==> src/rtl/rdc_pkg.sv <==
// ----------------------------------------------------------------------------
// rdc_pkg
// Shared types, constants and helper functions of the radix digit converter.
// ----------------------------------------------------------------------------
package rdc_pkg;

   localparam int VALUE_BITS = 32;
   localparam int EXP_BITS   = $clog2(VALUE_BITS);
   localparam int RADIX_BITS = 6;
   localparam int DIGIT_BITS = 6;
   localparam int CHAR_BITS  = 7;
   localparam int PROD_BITS  = VALUE_BITS + RADIX_BITS;

   localparam logic [RADIX_BITS-1:0] RADIX_MIN   = RADIX_BITS'(2);
   localparam logic [RADIX_BITS-1:0] RADIX_MAX   = RADIX_BITS'(36);
   localparam logic [RADIX_BITS-1:0] RADIX_RESET = RADIX_BITS'(10);

   localparam logic [CHAR_BITS-1:0] CHAR_ZERO   = CHAR_BITS'(48);
   localparam logic [CHAR_BITS-1:0] CHAR_LOWER_A = CHAR_BITS'(97);
   localparam logic [DIGIT_BITS-1:0] DECIMAL_DIGITS = DIGIT_BITS'(10);

   typedef enum logic [1:0] {
      ST_IDLE,
      ST_SEARCH,
      ST_DIGIT,
      ST_EMIT
   } state_type;

   function automatic logic [RADIX_BITS-1:0] saturate_radix(input logic [RADIX_BITS-1:0] r);
      logic [RADIX_BITS-1:0] result;
      result = r;
      if (r < RADIX_MIN) begin
         result = RADIX_MIN;
      end else if (r > RADIX_MAX) begin
         result = RADIX_MAX;
      end
      return result;
   endfunction

   function automatic logic [CHAR_BITS-1:0] digit_to_ascii(input logic [DIGIT_BITS-1:0] d);
      logic [CHAR_BITS-1:0] result;
      if (d < DECIMAL_DIGITS) begin
         result = CHAR_ZERO + CHAR_BITS'(d);
      end else begin
         result = CHAR_LOWER_A + CHAR_BITS'(d - DECIMAL_DIGITS);
      end
      return result;
   endfunction

endpackage

==> src/rtl/radix_digit_converter_top.sv <==
// ----------------------------------------------------------------------------
// radix_digit_converter_top
// Converts an unsigned value into lower-case ASCII digits of a set radix.
// ----------------------------------------------------------------------------
// Each request transfer carries one value; the block answers with one response
// transfer per digit, most significant first, with rsp_last on the final digit.
// The radix register (2 to 36, reset 10) saturates out-of-range writes. A
// multiplier and a compare/subtract path do all the work: the block first
// multiplies up the place power once per digit, then finds each digit by
// subtracting the place power as often as it fits, then presents the digit
// and holds it until rsp_ready takes it. The block takes no new request
// until the last digit has been transferred.
module radix_digit_converter_top
   import rdc_pkg::*;
(
   input  logic                  clock,
   input  logic                  reset,
   input  logic                  csr_valid,
   output logic                  csr_ready,
   input  logic [RADIX_BITS-1:0] csr_data,
   input  logic                  req_valid,
   output logic                  req_ready,
   input  logic [VALUE_BITS-1:0] req_value,
   output logic                  rsp_valid,
   input  logic                  rsp_ready,
   output logic [CHAR_BITS-1:0]  rsp_digit_char,
   output logic                  rsp_last
);

   state_type             state_ff, state_in;
   logic [RADIX_BITS-1:0] radix_ff;
   logic [VALUE_BITS-1:0] remaining_ff, remaining_in;
   logic [VALUE_BITS-1:0] power_ff, power_in;
   logic [EXP_BITS-1:0]   exp_ff, exp_in;
   logic [DIGIT_BITS-1:0] digit_ff, digit_in;
   logic [VALUE_BITS-1:0] pow_table_ff [VALUE_BITS];
   logic                  pow_we;
   logic [EXP_BITS-1:0]   pow_waddr;
   logic [VALUE_BITS-1:0] pow_wdata;
   logic [PROD_BITS-1:0]  product;

   assign csr_ready      = 1'b1;
   assign req_ready      = (state_ff == ST_IDLE);
   assign rsp_valid      = (state_ff == ST_EMIT);
   assign rsp_digit_char = digit_to_ascii(digit_ff);
   assign rsp_last       = (exp_ff == '0);
   assign product        = PROD_BITS'(power_ff) * PROD_BITS'(radix_ff);

   always_ff @(posedge clock) begin
      if (reset) begin
         state_ff <= ST_IDLE;
         radix_ff <= RADIX_RESET;
      end else begin
         state_ff <= state_in;
         if (csr_valid && csr_ready) begin
            radix_ff <= saturate_radix(csr_data);
         end
      end
   end

   always_ff @(posedge clock) begin
      remaining_ff <= remaining_in;
      power_ff     <= power_in;
      exp_ff       <= exp_in;
      digit_ff     <= digit_in;
      if (pow_we) begin
         pow_table_ff[pow_waddr] <= pow_wdata;
      end
   end

   always_comb begin
      state_in     = state_ff;
      remaining_in = remaining_ff;
      power_in     = power_ff;
      exp_in       = exp_ff;
      digit_in     = digit_ff;
      pow_we       = 1'b0;
      pow_waddr    = exp_ff + EXP_BITS'(1);
      pow_wdata    = product[VALUE_BITS-1:0];
      case (state_ff)
         ST_IDLE: begin
            if (req_valid) begin
               remaining_in = req_value;
               power_in     = VALUE_BITS'(1);
               exp_in       = '0;
               digit_in     = '0;
               pow_we       = 1'b1;
               pow_waddr    = '0;
               pow_wdata    = VALUE_BITS'(1);
               state_in     = ST_SEARCH;
            end
         end
         ST_SEARCH: begin
            if (product <= PROD_BITS'(remaining_ff)) begin
               power_in = product[VALUE_BITS-1:0];
               exp_in   = exp_ff + EXP_BITS'(1);
               pow_we   = 1'b1;
            end else begin
               state_in = ST_DIGIT;
            end
         end
         ST_DIGIT: begin
            if (remaining_ff >= power_ff) begin
               remaining_in = remaining_ff - power_ff;
               digit_in     = digit_ff + DIGIT_BITS'(1);
            end else begin
               state_in = ST_EMIT;
            end
         end
         ST_EMIT: begin
            if (rsp_ready) begin
               if (exp_ff == '0) begin
                  state_in = ST_IDLE;
               end else begin
                  exp_in   = exp_ff - EXP_BITS'(1);
                  power_in = pow_table_ff[exp_ff - EXP_BITS'(1)];
                  digit_in = '0;
                  state_in = ST_DIGIT;
               end
            end
         end
         default: begin
            state_in = ST_IDLE;
         end
      endcase
   end

   // The place power never exceeds the part of the value still to be emitted,
   // except for the unit power that a zero value starts with.
   a_search_bound: assert property (@(posedge clock) disable iff (reset)
      (state_ff == ST_SEARCH) |->
         ((power_ff <= remaining_ff) || (power_ff == VALUE_BITS'(1))))
      else $error("place power above remaining value during search");

   // A presented digit has fully consumed its place and lies below the radix.
   a_digit_done: assert property (@(posedge clock) disable iff (reset)
      rsp_valid |-> ((remaining_ff < power_ff) && (digit_ff < radix_ff)))
      else $error("digit presented before its place was fully consumed");

   // After the final digit transfer the block is ready for a new value.
   a_last_idle: assert property (@(posedge clock) disable iff (reset)
      (rsp_valid && rsp_ready && rsp_last) |=> req_ready)
      else $error("block not idle after the final digit transfer");

   // A new request starts with a place exponent of zero and a unit place power.
   a_start: assert property (@(posedge clock) disable iff (reset)
      (req_valid && req_ready) |=> ((power_ff == VALUE_BITS'(1)) && (exp_ff == '0)))
      else $error("conversion started with a stale place power");

endmodule
==> config.mk <==
export PLATFORM = sky130hd
export DESIGN_NAME = radix_digit_converter_top
export DESIGN_NICKNAME = d
export VERILOG_FILES = /design/src/rtl/rdc_pkg.sv /design/src/rtl/radix_digit_converter_top.sv
export SDC_FILE = /design/constraint.sdc
export NUM_CORES = 2
export LEC_CHECK = 0
export BUFFER_PORTS_ARGS = -buffer_cell sky130_fd_sc_hd__buf_4
export CAP_MARGIN = 20
export CORE_MARGIN = 2
export CORE_UTILIZATION = 64
export DETAILED_ROUTE_END_ITERATION = 7
export GPL_TIMING_DRIVEN = 0
export PLACE_DENSITY = 0.81
export SLEW_MARGIN = 20
export SYNTH_ARGS = -nofsm -noshare
export SYNTH_HDL_FRONTEND = slang
export SYNTH_SLANG_ARGS = --single-unit
==> constraint.sdc <==
create_clock -name clock -period 11.2 [get_ports clock]
set_input_delay 2.24 -clock clock [delete_from_list [all_inputs] [get_ports clock]]
set_output_delay 2.24 -clock clock [all_outputs]
set_load 0.02 [all_outputs]
==> metrics <==
count of pins over their slew limit 0; die area 83200 um^2; FMAX 94.6 MHz; Ys Warns 0; synthesized area 51800 um^2; part of the cycle the worst path needs 0.944; Hold Crit Endpoint radix_ff[5]; WP data required 11600 ps; critical path type register to register; RSZ-0062 raised after global routing no; setup violators final 0; Hold Buf Count CTS 0; via count 31552; CP max FO 10; clock latency on the worst-skew pair 730 ps; drt via density 6.98; chip height 289 um; Synth cell types 74; Clock Sinks 1107; vias in the first global route 32538; DRC 0; most common cell after layout, fill and taps aside edfxtp_1; gate family responsible for the most delay along the worst path simple AND/OR/NAND/NOR gates; Gates resized, CTS repair 0; root buf cell clkbuf_16; syn nets 3344; Buf/Inv on CP 7; Worst Reg-to-Reg Cells 27; EDFF count, synth 1099; share of cells above drive strength 1 0.226; Final Critical Period 10580 ps; H-tree depth 3; R2R Path Start radix_ff[2]; WL/cell 34.2 um; clock slew at reported path FFs 80 ps; synth top area cells edfxtp_1 (64%), mux4_2 (14%), fa_1 (4.7%), ha_1 (2.9%), and2_1 (2.1%); total gr overflow 0; first-pass iteration count of the detailed router 5; clk buf depth 3; Cells after Synth 3060; initial antenna violation count 6; Critical Path AT 10980 ps; status finished, final reports clean; final-report hold violation count 0; Setup Buffers After CTS 0; Die W 289 um; CP peak stage delay 870 ps; async set or reset register ratio after synthesis 0; largest net degree at the start of global routing 33; cell area after layout 58400 um^2; Row Count 104; I/O pins 54; CP Launch Type register; detailed placement HPWL 102000 um; Port Buffers 50; Crit. Startpoint radix_ff[2]; Critical R2R Capture pow_table_ff[14][13]; Synth area leader edfxtp_1; R2R setup slack 620 ps; filler instances 4492; drt initial violations 4773; global placer's final weighted congestion 0.909; final wirelength 154000 um; Initial Util 0.645; Syn Area/Cell 16.9 um^2; hold path depth 2; cts bufs inserted 106; Rel. slew slack 0.155; Synth Flop Type edfxtp_1; Yosys top cell area share 0.637; most frequent cells in the layout edfxtp_1 (1099), mux4_2 (320), inv_1 (244); worst min path class register to register; Seq cells post-synth 1107; Post-DRT Antenna Nets 0; Max Cap Viol 0; first-pass GRT wire length 222000 um; endpoint class of the critical path register; Min-Delay Startpoint radix_ff[5]; Placement Cell Area 55000 um^2; Worst Skew 66.2 ps; Core Box Area 80300 um^2; nets 3659; Seq/Total Area, Yosys 0.640; P&R area growth vs syn 12.8%; worst-path cell with the longest stage delay nor3_2; TritonCTS clock tree built; Total Routing Usage GR 0.380; Slew @ Worst Pin 1270 ps
[stage by stage]
stage	util	TNS [ps]	hold WS, ps	worst slack (ps)	cells
after floorplan	-	0	480	2350	3060
after global placement	0.667	-2379550	604	-2690	4170
after detailed placement	0.685	0	607	1060	4325
after CTS	0.727	0	622	1000	4518
after global routing	0.728	0	648	535	4520
final	0.728	0	632	624	4521
[worst register-to-register path, cell delays in order, from the launching register on]
cell and delay (ps):
dfxtp_1 680, clkbuf_1 480, and2_1 230, fa_1 440, fa_1 550, inv_1 50, fa_1 480, inv_1 50
ha_1 330, o211ai_1 200, a21oi_1 100, o41ai_2 770, o31ai_1 280, a41oi_1 440, xnor2_1 350, ha_1 450
nand4_1 230, nor4_1 770, nand3_1 220, and3_1 250, a211o_1 340, a211oi_4 380, nand4_4 270, buf_6 240
nor3_2 870, buf_4 360, buf_4 240, buf_4 230
[logic make-up (layout without fill, tap and decap cells)]
group,after synthesis,after routing,share of synthesized area
AO/OA/AOI/OAI,311,311,0.0401
multiplexers,355,355,0.146
other,1,2,0.0000724
AND/OR/NAND/NOR,589,589,0.0578
XOR/XNOR,70,70,0.0118
flip-flops,1107,1107,0.640
adder cells (fa/ha/maj),241,241,0.0759
buffers and inverters,386,786,0.0284
[sequential cells by signal (all words and copies together) (netlist names)]
signal,cells
radix_ff,6
digit_ff,6
state_ff,2
power_ff,32
remaining_ff,32
exp_ff,5
pow_table_ff,1024
[metal layers]
| metal | track usage | vias to the layer above | part of all wire |
|---|---|---|---|
| met5 | 0 | - | 0.00021 |
| met1 | 0.451 | 15786 | 0.32 |
| met3 | 0.0899 | 658 | 0.11 |
| met4 | 0.234 | 4 | 0.070 |
| met2 | 0.633 | 2711 | 0.50 |
| li1 | - | 12393 | - |
[area by class of cell]
class / instances / area, um^2 / area share
Antenna cell: 1 / 2.50 / 0.0000428
Buffer: 141 / 586 / 0.0100
Clock buffer: 129 / 2760 / 0.0472
Clock inverter: 64 / 613 / 0.0105
Inverter: 245 / 920 / 0.0157
Multi-Input combinational cell: 1567 / 17400 / 0.298
Sequential cell: 1107 / 33200 / 0.567
Tap cell: 1060 / 1330 / 0.0227
Timing Repair Buffer: 207 / 1680 / 0.0288
[Yosys cell counts (all sizes together), types with 11 or more instances]
| cell | number |
|---|---|
| nor3 | 50 |
| nand2b | 18 |
| edfxtp | 1099 |
| clkbuf | 110 |
| nor2 | 58 |
| o211a | 33 |
| o21bai | 11 |
| xor2 | 24 |
| nand3 | 33 |
| nand2 | 196 |
| mux4 | 320 |
| and3 | 11 |
| a21oi | 88 |
| inv | 244 |
| fa | 122 |
| buf | 31 |
| ha | 119 |
| nand4 | 21 |
| a21o | 19 |
| o21ai | 78 |
| xnor2 | 46 |
| and2 | 178 |
| o31ai | 12 |
| mux2i | 34 |
[worst max-delay path by stage]
stage | to | depth (start not counted)
global placement | pow_table_ff[26][16] | 23
finish | pow_table_ff[14][13] | 27
global route | pow_table_ff[14][14] | 27
CTS | pow_table_ff[14][14] | 27
floorplan | pow_table_ff[0][0] | 27
detailed placement | pow_table_ff[14][12] | 27
Power is not shown: default switching activity piles up to over one toggle a cycle in this logic, so the estimate is an artifact.
